### src/rtl/pfd_pkg.sv
`timescale 1ns / 1ps
// ----------------------------------------------------------------------------
// pfd_pkg
// Shared widths, payload types and prescale tables for the PWM setup block.
// ----------------------------------------------------------------------------
package pfd_pkg;

  localparam int CLK_W      = 25;
  localparam int FREQ_W     = 18;
  localparam int DUTY_W     = 7;
  localparam int RELOAD_W   = 16;
  localparam int CNT_W      = 25;
  localparam int DIVISOR_W  = 14;
  localparam int RECIP_W    = 29;
  localparam int RECIP_SHIFT = 32;
  localparam int PROD_W     = CNT_W + DUTY_W;

  localparam int DIRECT_PERIOD_LIMIT_DEFAULT = 32768;

  localparam logic [CLK_W-1:0]     SYS_CLOCK_RESET = 25'd27000000;
  localparam logic [CNT_W-1:0]     WIDE_LIMIT      = 25'd32767;
  localparam logic [DUTY_W-1:0]    PCT_FULL        = 7'd100;
  localparam logic [DIVISOR_W-1:0] PCT_DIVISOR     = 14'd100;
  localparam logic [RECIP_W-1:0]   PCT_RECIP       = 29'd42949672;
  localparam logic [FREQ_W-1:0]    BAND_HI         = 18'd1000;
  localparam logic [FREQ_W-1:0]    BAND_MID        = 18'd100;
  localparam logic [FREQ_W-1:0]    BAND_LO         = 18'd10;
  localparam logic [FREQ_W-1:0]    BAND_ONE        = 18'd1;

  typedef enum logic [1:0] {
    PRE_10000 = 2'd0,
    PRE_1000  = 2'd1,
    PRE_100   = 2'd2,
    PRE_10    = 2'd3
  } pre_code_t;

  typedef struct packed {
    logic [FREQ_W-1:0] freq_hz;
    logic [DUTY_W-1:0] duty_percent;
  } request_t;

  typedef struct packed {
    logic                output_enabled;
    logic                idle_level;
    logic                clock_from_timer;
    logic                timer_written;
    logic [RELOAD_W-1:0] timer_reload;
    logic [CNT_W-1:0]    period_count;
    logic [CNT_W-1:0]    compare_count;
    logic                period_too_wide;
  } result_t;

  function automatic pre_code_t band_code(input logic [FREQ_W-1:0] f);
    pre_code_t code;
    priority if (f > BAND_MID && f <= BAND_HI) begin
      code = PRE_10000;
    end else if (f > BAND_LO && f <= BAND_MID) begin
      code = PRE_1000;
    end else if (f > BAND_ONE && f <= BAND_LO) begin
      code = PRE_100;
    end else begin
      code = PRE_10;
    end
    return code;
  endfunction

  function automatic logic [DIVISOR_W-1:0] pre_divisor(input pre_code_t code);
    logic [DIVISOR_W-1:0] d;
    unique case (code)
      PRE_10000: d = 14'd10000;
      PRE_1000:  d = 14'd1000;
      PRE_100:   d = 14'd100;
      PRE_10:    d = 14'd10;
      default:   d = 14'd10;
    endcase
    return d;
  endfunction

  // floor(2^32 / prescale)
  function automatic logic [RECIP_W-1:0] pre_recip(input pre_code_t code);
    logic [RECIP_W-1:0] r;
    unique case (code)
      PRE_10000: r = 29'd429496;
      PRE_1000:  r = 29'd4294967;
      PRE_100:   r = 29'd42949672;
      PRE_10:    r = 29'd429496729;
      default:   r = 29'd429496729;
    endcase
    return r;
  endfunction

  function automatic logic [RELOAD_W-1:0] pre_reload(input pre_code_t code);
    logic [RELOAD_W-1:0] v;
    unique case (code)
      PRE_10000: v = 16'd55536;
      PRE_1000:  v = 16'd64536;
      PRE_100:   v = 16'd65436;
      PRE_10:    v = 16'd65526;
      default:   v = 16'd65526;
    endcase
    return v;
  endfunction

endpackage

### src/rtl/pfd_div.sv
`timescale 1ns / 1ps
// ----------------------------------------------------------------------------
// pfd_div
// Pipelined restoring divider, one quotient bit per stage, with sideband.
// ----------------------------------------------------------------------------
module pfd_div import pfd_pkg::*; #(
  parameter int NW = CLK_W,
  parameter int DW = FREQ_W,
  parameter int SW = 1
) (
  input  logic          clk,
  input  logic          rst,
  input  logic          in_valid,
  input  logic [NW-1:0] dividend,
  input  logic [DW-1:0] divisor,
  input  logic [SW-1:0] in_side,
  output logic          out_valid,
  output logic [NW-1:0] quotient,
  output logic [SW-1:0] out_side
);

  logic [NW:0]   vld;
  logic [DW-1:0] rem  [NW+1];
  logic [NW-1:0] qn   [NW+1];
  logic [DW-1:0] dvs  [NW+1];
  logic [SW-1:0] side [NW+1];

  assign vld[0]  = in_valid;
  assign rem[0]  = '0;
  assign qn[0]   = dividend;
  assign dvs[0]  = divisor;
  assign side[0] = in_side;

  for (genvar k = 0; k < NW; k++) begin : g_step
    logic [DW:0] trial;
    logic [DW:0] diff;
    logic        ge;

    assign trial = {rem[k], qn[k][NW-1]};
    assign diff  = trial - {1'b0, dvs[k]};
    assign ge    = (trial >= {1'b0, dvs[k]});

    always_ff @(posedge clk) begin
      if (rst) begin
        vld[k+1] <= 1'b0;
      end else begin
        vld[k+1] <= vld[k];
      end
    end

    always_ff @(posedge clk) begin
      rem[k+1]  <= ge ? diff[DW-1:0] : trial[DW-1:0];
      qn[k+1]   <= {qn[k][NW-2:0], ge};
      dvs[k+1]  <= dvs[k];
      side[k+1] <= side[k];
    end
  end

  assign out_valid = vld[NW];
  assign quotient  = qn[NW];
  assign out_side  = side[NW];

endmodule

### config.mk
export PLATFORM = sky130hd
export DESIGN_NAME = pfd_div
export DESIGN_NICKNAME = d
export VERILOG_FILES = /design/src/rtl/pfd_pkg.sv /design/src/rtl/pfd_div.sv
export SDC_FILE = /design/constraint.sdc
export NUM_CORES = 2
export LEC_CHECK = 0
export BUFFER_PORTS_ARGS = -buffer_cell sky130_fd_sc_hd__buf_4
export CAP_MARGIN = 20
export CORE_MARGIN = 1.5
export CORE_UTILIZATION = 55
export DETAILED_ROUTE_END_ITERATION = 12
export PLACE_DENSITY = 0.81
export SYNTH_ARGS = -nofsm -noshare
export SYNTH_HDL_FRONTEND = slang
export SYNTH_SLANG_ARGS = --single-unit
### constraint.sdc
create_clock -name clk -period 5.21 [get_ports clk]
set_input_delay 0.2605 -clock clk [delete_from_list [all_inputs] [get_ports clk]]
set_output_delay 0.2605 -clock clk [all_outputs]
set_load 0.03 [all_outputs]
Word level (Yosys, flattened, before mapping)
Index checks and enable logic that the tools add are counted.
Operators by class
  add/subtract/negate cells: 24
  order comparisons: 25
  multiplexer cells: 24
Operators by type and width (number)
  $ge 19x18->1: 24
  $mux 18: 23
  $sub 18x18->18: 23
  $ge 1x18->1: 1
  $sub 1x18->18: 1
  $mux 1: 1
Storage, ports and cells
  register bits: 1539
  input port bits: 47
  output and inout bits: 27
  word-level logic and storage cells: 197

Logic depth before layout (Yosys ltp)
  depth after elaboration: 2
  depth in mapped cells: 14
  depth with buffers taken out: 13

Least setup slack after synthesis
No wires, ideal clock.
  path type: reg2reg
  start point: reg dvs[289] in the netlist's numbering
  end point: reg rem, in the netlist g_step[10].trial[10]
  setup time: 121 ps
  arrival time: 2878 ps
  data required time: 5089 ps
  setup slack: 2211 ps
  cell stages (with the launch flop): 14
  path buffers: 2
  period minus slack after synthesis: 2999 ps
  cells stage by stage: dfxtp_1 > inv_1 > ha_1 > nor2b_1 > o31a_1 > o21ai_2 > nand2b_2 > a21bo_4 > a211oi_4 > a21oi_1 > or4_1 > buf_6 > buf_12 > mux2_4
Between the ends
  cells in the longest elaborated chain, start to end: 2
  elaborated cells on any way between the ends: 3
  those cells by class: 1 x add/sub; 1 x order compare; 1 x mux
RTL lines
  start, declared: line pfd_div.sv:25  | logic [DW-1:0] dvs [NW+1];
  start signal, assigned by index: line pfd_div.sv:54  | dvs[k+1] <= dvs[k];
  $ge 19x18->1: line pfd_div.sv:41  | assign ge = (trial >= {1'b0, dvs[k]});
  net g_step[9].ge: line pfd_div.sv:37  | logic ge;
  $mux 18: line pfd_div.sv:52  | rem[k+1] <= ge ? diff[DW-1:0] : trial[DW-1:0];
  end signal, assigned by index: line pfd_div.sv:52
  end, declared: line pfd_div.sv:23  | logic [DW-1:0] rem [NW+1];
The timed path passes the listed nets, and every way through them passes these cells.
A chain may end at the register's enable or synchronous reset.

Worst setup path after layout
  start point: reg dvs[37] in the netlist's numbering
  end point: reg rem, in the netlist g_step[24].trial[2]
Between the ends
  cells in the longest elaborated chain, start to end: 2
  elaborated cells on any way between the ends: 3
  those cells by class: 1 x add/sub; 1 x order compare; 1 x mux
RTL lines (line)
  $sub 18x18->18 / $ge 19x18->1 (equally long branches): pfd_div.sv:40, pfd_div.sv:41
  $mux 18 *: pfd_div.sv:52
Every way passes the cells marked *; elsewhere a longest branch is shown, timed or not.

==> flow_summary.toml <==
[timing]
min_period_over_period_pct = 70.2
hold_viol_final = 0
setup_viol = 0
drv_slew = 0
timing.fmax_mhz = 273
fin_hold_ws_ns = 0.157
period_minus_slack_ns = 3.66
tns_ns = 0
rsz0062_at_grt = "false"
slew_headroom_pct = 29.8
worst_pin_slew_ns = 1.05
worst_slack_ns = 1.55
finClkSkew_ns = 0.0324

[final_layout]
stdcell_count = 6977
synthToLayoutAreaGrowth_pct = 13.4
antennaDiodeCount = 0
drive_above_1_share_pct = 11.0
num-nets-final = 5986

[route]
route.detailed.wl_per_inst_um = 15.3
first_pass_iters = 5
via_count = 36700
routed_via_density = 5.27
drt_iter0_markers = 2127
wl_um = 107000
drc = 0
ant_nets = 0

[setup_path]
cp.arrival_ns = 4.29
rr_worst_depth = 11
rr_startpoint = "dvs[37]$_DFF_P_"
crit_path_start = "dvs[37]$_DFF_P_"
critical_path.startpoint_type = "register"
criticalPathCategory = "register to register"
cp.required_ns = 5.84
critPathCaptureType = "register"
cp_max_fo = 24

[clock_tree]
clock-sinks = 1539
cts_hold_buf = 47
cts_tree = "done"
htree_levels = 4
postCtsSetupBuffers = 0
cts-root-buf = "clkbuf_16"
cts_buffer_depth = 3
clk_pin_slew_ns = 0.06
cts_resized = 0
clk_latency_ns = 0.75
cts-buffers-inserted = 153

[placed_design]
pre_cts_ws_ns = 1.66
place_hpwl_um = 78300
gp_congestion = 0.917
port_buffers = 73
dpl.cell_count = 6644

[global_routing]
grt.total_usage_pct = 20.1
grt_max_degree = 34
first_global_vias = 36400
antenna_found_initial = 1
grt_overflow = 0
grt_pass1_wl_um = 176000

[floorplanning]
rows = 117
initial_utilization_pct = 55.6
die_y_um = 325
die_area_um2 = 105000
dieWidth_um = 325
fp.coreArea_um2 = 102000
io_pins = 74

[yosys]
synth.area.mux_share_pct = 4.55
synth-seq-area-share_pct = 54.2
yosysWarnings = 0
synthArstFlopShare_pct = 0
synth_compound_area_share_pct = 13.1
synthesis.nets = 5823
synth.avg_cell_area_um2 = 10.7
synthXorXnorAreaFrac_pct = 5.21
synth_cells = 5319
synth_area_um2 = 56900
synth_seq_cells = 1539
yosys.area_share.simple_pct = 7.90
synth_edf_count = 0
synthAdderAreaFrac_pct = 10.4
ys_types = 84
synth_top_family_by_area = "compound AO/OA/AOI/OAI gates"
synth_ff_type = "dfxtp_1"

[pwr]
p_leak_nw = 29.4
power_density_nw_per_um2 = 566
peakVddDrop_uv = 324
fin_total_pwr_mw = 36.5

[outcome]
status = "complete, no violations"

[worst_hold_path]
hold_class = "primary input to register"
hold_start = "dividend[17]"
hold_depth = 2

[run]
maxCapViolations = 0
==> layout by cell type (no fill, tap or decap), drive strengths merged, types with 204 or more instances in the layout <==
cell | synthesis | layout
a21oi | 417 | 417
clkbuf | 74 | 204
dfxtp | 1539 | 1539
ha | 434 | 434
inv | 538 | 551
mux2 | 214 | 214
nand2 | 219 | 219
nor2 | 261 | 261
o21ai | 246 | 246
xnor2 | 218 | 218
==> area by class of cell <==
type                            instances  area [um^2]
Fill cell                            8094        37700
Sequential cell                      1539        30800
Multi-Input combinational cell       3118        23400
Clock buffer                          204         4350
Inverter                              538         2020
Tap cell                             1368         1710
Timing Repair Buffer                  132         1130
Clock inverter                         78         1030
==> per-stage QoR <==
stage	area, um^2	utilization, %
after floorplan	56900	-
after global placement	58600	57.3
after detailed placement	58600	57.3
after CTS	64400	63.1
after global routing	64500	63.1
final	64500	63.1
==> worst max-delay path, cell delays in order, from the launching register on <==
cell and delay (ns):
dfxtp_1 0.32, inv_1 0.07, ha_1 0.31, nor2b_1 0.15
o31ai_1 0.38, a21oi_1 0.18, o211a_1 0.29, o31ai_1 0.31
nand2_1 0.17, a2111oi_4 0.65, buf_4 0.35, mux2_2 0.36
==> worst paths after layout <==
path | end | slack [ns]
setup reg to reg | g_step[24].trial[2]$_DFF_P_ | 1.55
hold reg to reg | qn[583]$_DFF_P_ | 0.29
hold / removal | qn[618]$_DFF_P_ | 0.16
setup / recovery | g_step[24].trial[2]$_DFF_P_ | 1.55
==> registers in the layout, indices dropped and copies added, names as in the netlist <==
name,count
quotient,25
qn,576
out_side,1
side,24
out_valid,1
vld,24
dvs,432
g_step.trial,456
==> report_power, final <==
group | switching, mW | total (mW) | internal, mW | leakage [nW]
logic | 5.59 | 10.5 | 4.95 | 14.0
clock network | 4.62 | 11.4 | 6.76 | 2.58
registers | 0.932 | 14.6 | 13.6 | 12.8
total | 11.1 | 36.5 | 25.3 | 29.4
==> layer usage <==
layer	vias to the layer above	global-route usage [%]	routed length [um]
li1	18600	-	-
met1	17100	24.1	46300
met2	790	35.7	52900
met3	250	3.23	4240
met4	2	7.90	3610
met5	-	0	19
==> cell families (layout without fill, tap and decap cells) <==
kind of cell,Yosys count,after routing
adder cells (fa/ha/maj),457,457
multiplexers,223,223
XOR/XNOR,338,338
buffers and inverters,662,952
AND/OR/NAND/NOR,921,921
flip-flops,1539,1539
AO/OA/AOI/OAI,1179,1179
==> cell usage after synthesis (all sizes together) (23+ instances only) <==
master | n | area, um^2
a211oi | 34 | 298
a21o | 156 | 1170
a21oi | 417 | 2090
a31oi | 34 | 213
and3 | 27 | 188
buf | 50 | 374
clkbuf | 74 | 278
dfxtp | 1539 | 30800
fa | 23 | 460
ha | 434 | 5430
inv | 538 | 2020
mux2 | 214 | 2500
nand2 | 219 | 822
nand2b | 45 | 289
nand3 | 80 | 400
nand4 | 65 | 407
nor2 | 261 | 980
nor2b | 70 | 438
nor3 | 56 | 280
o21a | 55 | 413
o21ai | 246 | 1240
o21bai | 45 | 338
o31ai | 23 | 173
xnor2 | 218 | 1910
xor2 | 120 | 1050
Power figures use the tool's default switching activity.
