<file path="src/rtl/pfd_pkg.sv">
`timescale 1ns / 1ps
// ----------------------------------------------------------------------------
// pfd_pkg
// Shared widths, payload types and prescale tables for the PWM setup block.
// ----------------------------------------------------------------------------
package pfd_pkg;

  localparam int CLK_W      = 25;
  localparam int FREQ_W     = 18;
  localparam int DUTY_W     = 7;
  localparam int RELOAD_W   = 16;
  localparam int CNT_W      = 25;
  localparam int DIVISOR_W  = 14;
  localparam int RECIP_W    = 29;
  localparam int RECIP_SHIFT = 32;
  localparam int PROD_W     = CNT_W + DUTY_W;

  localparam int DIRECT_PERIOD_LIMIT_DEFAULT = 32768;

  localparam logic [CLK_W-1:0]     SYS_CLOCK_RESET = 25'd27000000;
  localparam logic [CNT_W-1:0]     WIDE_LIMIT      = 25'd32767;
  localparam logic [DUTY_W-1:0]    PCT_FULL        = 7'd100;
  localparam logic [DIVISOR_W-1:0] PCT_DIVISOR     = 14'd100;
  localparam logic [RECIP_W-1:0]   PCT_RECIP       = 29'd42949672;
  localparam logic [FREQ_W-1:0]    BAND_HI         = 18'd1000;
  localparam logic [FREQ_W-1:0]    BAND_MID        = 18'd100;
  localparam logic [FREQ_W-1:0]    BAND_LO         = 18'd10;
  localparam logic [FREQ_W-1:0]    BAND_ONE        = 18'd1;

  typedef enum logic [1:0] {
    PRE_10000 = 2'd0,
    PRE_1000  = 2'd1,
    PRE_100   = 2'd2,
    PRE_10    = 2'd3
  } pre_code_t;

  typedef struct packed {
    logic [FREQ_W-1:0] freq_hz;
    logic [DUTY_W-1:0] duty_percent;
  } request_t;

  typedef struct packed {
    logic                output_enabled;
    logic                idle_level;
    logic                clock_from_timer;
    logic                timer_written;
    logic [RELOAD_W-1:0] timer_reload;
    logic [CNT_W-1:0]    period_count;
    logic [CNT_W-1:0]    compare_count;
    logic                period_too_wide;
  } result_t;

  function automatic pre_code_t band_code(input logic [FREQ_W-1:0] f);
    pre_code_t code;
    priority if (f > BAND_MID && f <= BAND_HI) begin
      code = PRE_10000;
    end else if (f > BAND_LO && f <= BAND_MID) begin
      code = PRE_1000;
    end else if (f > BAND_ONE && f <= BAND_LO) begin
      code = PRE_100;
    end else begin
      code = PRE_10;
    end
    return code;
  endfunction

  function automatic logic [DIVISOR_W-1:0] pre_divisor(input pre_code_t code);
    logic [DIVISOR_W-1:0] d;
    unique case (code)
      PRE_10000: d = 14'd10000;
      PRE_1000:  d = 14'd1000;
      PRE_100:   d = 14'd100;
      PRE_10:    d = 14'd10;
      default:   d = 14'd10;
    endcase
    return d;
  endfunction

  // floor(2^32 / prescale)
  function automatic logic [RECIP_W-1:0] pre_recip(input pre_code_t code);
    logic [RECIP_W-1:0] r;
    unique case (code)
      PRE_10000: r = 29'd429496;
      PRE_1000:  r = 29'd4294967;
      PRE_100:   r = 29'd42949672;
      PRE_10:    r = 29'd429496729;
      default:   r = 29'd429496729;
    endcase
    return r;
  endfunction

  function automatic logic [RELOAD_W-1:0] pre_reload(input pre_code_t code);
    logic [RELOAD_W-1:0] v;
    unique case (code)
      PRE_10000: v = 16'd55536;
      PRE_1000:  v = 16'd64536;
      PRE_100:   v = 16'd65436;
      PRE_10:    v = 16'd65526;
      default:   v = 16'd65526;
    endcase
    return v;
  endfunction

endpackage

</file>
<file path="src/rtl/pfd_cdiv.sv">
`timescale 1ns / 1ps
// ----------------------------------------------------------------------------
// pfd_cdiv
// Three-stage divide by a small constant: reciprocal multiply, back multiply,
// one-step correction. Valid for dividends below 2^32.
// ----------------------------------------------------------------------------
module pfd_cdiv import pfd_pkg::*; #(
  parameter int XW = PROD_W,
  parameter int SW = 1
) (
  input  logic                 clk,
  input  logic                 rst,
  input  logic                 in_valid,
  input  logic [XW-1:0]        x,
  input  logic [DIVISOR_W-1:0] divisor,
  input  logic [RECIP_W-1:0]   recip,
  input  logic [SW-1:0]        in_side,
  output logic                 out_valid,
  output logic [XW-1:0]        q,
  output logic [SW-1:0]        out_side
);

  logic [XW+RECIP_W-1:0]   prod;
  logic [XW+DIVISOR_W-1:0] back;
  logic [XW-1:0]           resid;

  logic                 s1_valid, s2_valid, s3_valid;
  logic [XW-1:0]        s1_x, s1_est, s2_x, s2_est, s2_back, s3_q;
  logic [DIVISOR_W-1:0] s1_div, s2_div;
  logic [SW-1:0]        s1_side, s2_side, s3_side;

  assign prod  = (XW+RECIP_W)'(x) * (XW+RECIP_W)'(recip);
  assign back  = (XW+DIVISOR_W)'(s1_est) * (XW+DIVISOR_W)'(s1_div);
  assign resid = s2_x - s2_back;

  always_ff @(posedge clk) begin
    if (rst) begin
      s1_valid <= 1'b0;
      s2_valid <= 1'b0;
      s3_valid <= 1'b0;
    end else begin
      s1_valid <= in_valid;
      s2_valid <= s1_valid;
      s3_valid <= s2_valid;
    end
  end

  always_ff @(posedge clk) begin
    s1_x    <= x;
    s1_est  <= XW'(prod >> RECIP_SHIFT);
    s1_div  <= divisor;
    s1_side <= in_side;

    s2_x    <= s1_x;
    s2_est  <= s1_est;
    s2_back <= back[XW-1:0];
    s2_div  <= s1_div;
    s2_side <= s1_side;

    // estimate is low by at most one
    s3_q    <= (resid >= XW'(s2_div)) ? s2_est + XW'(1) : s2_est;
    s3_side <= s2_side;
  end

  assign out_valid = s3_valid;
  assign q         = s3_q;
  assign out_side  = s3_side;

endmodule

</file>
<file path="config.mk">
export PLATFORM = sky130hd
export DESIGN_NAME = pfd_cdiv
export DESIGN_NICKNAME = d
export VERILOG_FILES = /design/src/rtl/pfd_pkg.sv /design/src/rtl/pfd_cdiv.sv
export SDC_FILE = /design/constraint.sdc
export NUM_CORES = 2
export LEC_CHECK = 0
export BUFFER_PORTS_ARGS = -buffer_cell sky130_fd_sc_hd__buf_2
export CAP_MARGIN = 20
export CELL_PAD_IN_SITES_DETAIL_PLACEMENT = 0
export CELL_PAD_IN_SITES_GLOBAL_PLACEMENT = 2
export CORE_MARGIN = 2
export CORE_UTILIZATION = 46
export DETAILED_ROUTE_END_ITERATION = 8
export PLACE_DENSITY = 0.9
export SYNTH_ARGS = -nofsm -noshare
export SYNTH_HDL_FRONTEND = slang
export SYNTH_SLANG_ARGS = --single-unit
</file>
<file path="constraint.sdc">
create_clock -name clk -period 14.85 [get_ports clk]
set_clock_uncertainty 0.2 [all_clocks]
set_input_delay 2.2275 -clock clk [delete_from_list [all_inputs] [get_ports clk]]
set_output_delay 2.2275 -clock clk [all_outputs]
set_load 0.005 [all_outputs]
</file>
# [Yosys cells after proc, flatten, opt, wreduce, memory -nomap -nowiden]
# Cells that the tools add are included.
[op_classes] add_sub_neg=2 mul=2 magnitude_cmp=1 n_mux=1
[op_table] operator="32-bit by 29-bit multiplier with 61-bit output" count=1
[op_table] operator="32-bit by 14-bit >= comparator with 1-bit output" count=1
[op_table] operator="29-bit by 14-bit multiplier with 32-bit output" count=1
[op_table] operator="32-bit subtractor" count=1
[op_table] operator="29-bit by 1-bit adder with 30-bit output, second input constant" count=1
[op_table] operator="29-bit 2-to-1 mux" count=1
[totals] regBits=218 output_inout_bits=34 wordCells=21

# [Longest topological paths before layout]
[depth] ltp_word=3 mapped_depth=29 depth_no_buf=27

# [Worst setup path after synthesis]
# No wires, ideal clock.
[synth_path] path_kind="input -> register" from="input port x[23]" to="register s1_est[27]" setup_ns=0.123 t_arrival_ns=9.337 required_ns=14.527 setup_slack_ns=5.189 cell_stages=25 n_path_buf=2 cell_sequence="clkbuf_1 > clkbuf_1 > nand2_1 > fa_1 > fa_1 > fa_1 > fa_1 > inv_1 > fa_1 > fa_1 > fa_1 > inv_1 > fa_1 > inv_1 > ha_1 > a21o_1 > a21o_1 > a2111oi_0 > nor3_1 > a221o_1 > a31oi_1 > o211ai_1 > a21oi_1 > o21bai_1 > xor2_1"
[synth_between] elab_chain_len=1
[synth_rtl] item="start: declaration" line="pfd_cdiv.sv:14" source="input logic [XW-1:0] x,"
[synth_rtl] item="32-bit by 29-bit multiplier with 61-bit output" line="pfd_cdiv.sv:32" source="assign prod = (XW+RECIP_W)'(x) * (XW+RECIP_W)'(recip);"
[synth_rtl] item="via prod[59]" line="pfd_cdiv.sv:23" source="logic [XW+RECIP_W-1:0] prod;"
[synth_rtl] item="end signal: assignment" line="pfd_cdiv.sv:50" source="s1_est <= XW'(prod >> RECIP_SHIFT);"
[synth_rtl] item="end: declaration" line="pfd_cdiv.sv:28" source="logic [XW-1:0] s1_x, s1_est, s2_x, s2_est, s2_back, s3_q;"
# The timed path passes the listed nets, and every way through them passes these cells.
# A chain may end at the register's enable or synchronous reset.

# [Final worst setup path]
[layout_path] from="input port x[10]" to="register s1_est[27]"
# The elaborated chain is that of the path after synthesis.

==> impl_metrics.ini <==
[drt]
antenna_left = 0
via_count = 32822
viasPerCell = 5.18
wl_per_cell_um = 20.2
firstDrtPassIters = 7
drc = 0
wl_um = 128000
drt_iter0_drc = 1764

[floorplan]
ios = 113
die_w_um = 322
die_area_um2 = 104000
num_rows = 116
start_util_pct = 46.5
core_area_um2 = 100000
die_h_um = 322

[cells_and_area]
num-fill-cells = 9581
layout_common_cells = 1104 x inv_1, 1074 x fa_1, 696 x nand2_1
mostFrequentLayoutCell = inv_1
multi_input_area_um2 = 37100
nets = 6455
drive_above_1_share_pct = 4.41
regArea_um2 = 4360
syn_to_final_growth_pct = 5.48

[run_status]
status = complete, no violations

[cts]
cts.sinks = 218
hold_buffers = 0
clockRootBuffer = clkbuf_16
cts_tree = done
cts_made_buffers = 26
post_cts_buffers = 0
ctsHtreeMaxLevel = 1
cts_resized = 0
clk_latency_ns = 0.58
clock_path_buffers = 3
clk_pin_slew_ns = 0.07

[yosys]
synth_cell_type_count = 72
ys_seq_elements = 218
synth.avg_cell_area_um2 = 9.28
synth-edff-count = 0
async_flop_share_pct = 0
postSynthCellCount = 5023
yosysSeqAreaShare_pct = 9.36
yosys_warnings = 0
synth_area_um2 = 46600
ys.flop_type = dfxtp_1

[sta]
setup_viol_count_final = 0
fin_tns_setup_ns = 0
slew_headroom_pct = 22.8
fmaxAchievable_mhz = 97.3
rsz0062_at_grt = false
tightest_slew_ns = 1.13
hold_viol = 0
slew_viol_final = 0
finalCriticalPeriod_ns = 10.28
min_period_over_period_pct = 69.2

[global_routing]
antenna_found_initial = 17
grt_pass1_vias = 35274
use_met1_pct = 35.1
grtUsageMet3_pct = 4.86
grt_max_degree = 33
busiest_layer = met2
grt_use_total_pct = 25.3
grt_pass1_wl_um = 201000
met2_usage_pct = 41.3
grt_overflow_total = 0

[placement]
hpwl_um = 95700
portBuffers = 110
place.gp.congestion = 0.870

[worst_setup_path]
cp_common_cell = fa_1
critical_path.max_stage_delay_ns = 0.78
path_max_fanout = 30
start_kind = input port
cp_top_family = adder cells
cp.arrival_ns = 10.58
critPathSlowestCell = buf_2
path_buf_inv = 5
worstSetupPathType = input port to register
critPathRequiredTime_ns = 15.16
end_kind = register

[flow_run]
drv_cap = 0

[worst_hold_path]
hold_class = register to register
[cells by family after synthesis]
family | count (synthesis) | share of synthesized area (%)
adders and majority gates | 1429 | 55.6
muxes | 4 | 0.0885
other | 1 | 0.00804
xor gates and xnor gates | 113 | 2.12
and+or+nand+nor | 1562 | 16.9
buffers and inverters | 1365 | 11.1
DFF | 218 | 9.36
AOI/OAI and AO/OA | 331 | 4.86
[cells in the mapped netlist (4+ instances only)]
master	instances	area [µm²]
xnor2_1	67	587
ha_1	355	4440
and2_1	645	4040
nand2_1	696	2610
o31a_1	4	35.0
a31oi_1	16	100
a2111oi_0	5	43.8
or3_1	10	62.6
buf_1	4	15.0
nor2_1	66	248
nor3_1	24	120
nor2b_1	22	138
o21bai_1	11	82.6
and3_1	21	131
nor4_1	6	37.5
xor2_1	46	403
and4_1	7	61.3
o2111ai_1	4	35.0
dfxtp_1	218	4360
a221o_1	4	40.0
a21oi_1	77	385
o31ai_1	5	37.5
fa_1	1074	21500
a21o_1	36	270
o2bb2ai_1	5	43.8
inv_1	1104	4140
nand3b_1	4	30.0
buf_4	4	30.0
nand3_1	21	105
a311oi_1	16	140
o21ai_0	72	360
o211ai_1	6	45.0
nand4_1	13	81.3
o21a_1	17	128
a211oi_1	18	135
nand2b_1	16	100
a311oi_2	7	105
clkbuf_1	247	927
[layout make-up]
type                       count  area share [%]
antenna                        7          0.0356
clock buffer                  30            1.42
clock inverter                18           0.450
inverter                    1104            8.42
multi-input combinational   3441            75.5
sequential                   218            8.87
tap                         1357            3.45
timing repair buffer         156            1.86
[state kept, by name (all words and copies together) (netlist names)]
register / flops
s1_x: 32
s2_back: 32
s2_x: 32
q: 30
s1_est: 29
s2_est: 29
s1_div: 14
s2_div: 14
out_side: 1
out_valid: 1
s1_side: 1
s1_valid: 1
s2_side: 1
s2_valid: 1
[worst paths after layout]
path / start / end / slack, ns / cells after the start
hold / removal: s1_x[23]$_DFF_P_ / s2_x[23]$_DFF_P_ / 0.12 / 0
hold reg to reg: s1_x[23]$_DFF_P_ / s2_x[23]$_DFF_P_ / 0.12 / 0
setup / recovery: x[10] / s1_est[27]$_DFF_P_ / 4.57 / 25
setup reg to reg: s1_est[5]$_DFF_P_ / s2_back[31]$_DFF_P_ / 7.17 / 21
[worst register-to-register path, stage by stage (launching register included)]
cell       delay, ns
dfxtp_1         0.93
nand2_1         0.19
fa_1            0.51
inv_1           0.05
fa_1            0.47
fa_1            0.52
inv_1           0.06
fa_1            0.48
fa_1            0.50
inv_1           0.05
fa_1            0.36
ha_1            0.37
a21o_1          0.17
nor3_1          0.05
o21ai_0         0.15
a41oi_1         0.25
a2111oi_0       1.04
o21ai_0         0.46
o211a_1         0.35
o21bai_1        0.16
a21oi_1         0.12
xnor2_1         0.14
[metal layers]
metal / vias to the layer above / part of all wire [%] / wire [µm]
li1: 14647 / - / -
met2: 1007 / 47 / 59500
met1: 16997 / 44 / 55600
met5: - / 0.024 / 31
met4: 6 / 2.0 / 2610
met3: 165 / 7.9 / 10100
[per-stage QoR]
stage / area, µm² / std cells / util, % / worst slack, ns / hold WS, ns
after global routing: 49200 / 6324 / 49.0 / 4.30 / 0.129
after detailed placement: 48200 / 6275 / 48.1 / 4.00 / 0.112
after global placement: 48200 / 6275 / 48.1 / 4.11 / 0.110
after CTS: 49100 / 6323 / 49.0 / 4.63 / 0.115
final: 49200 / 6331 / 49.0 / 4.57 / 0.116
after floorplan: 46600 / 5024 / - / 5.19 / 0.110
Power is not shown: default switching activity piles up to over one toggle a cycle in this logic, so the estimate is an artifact.
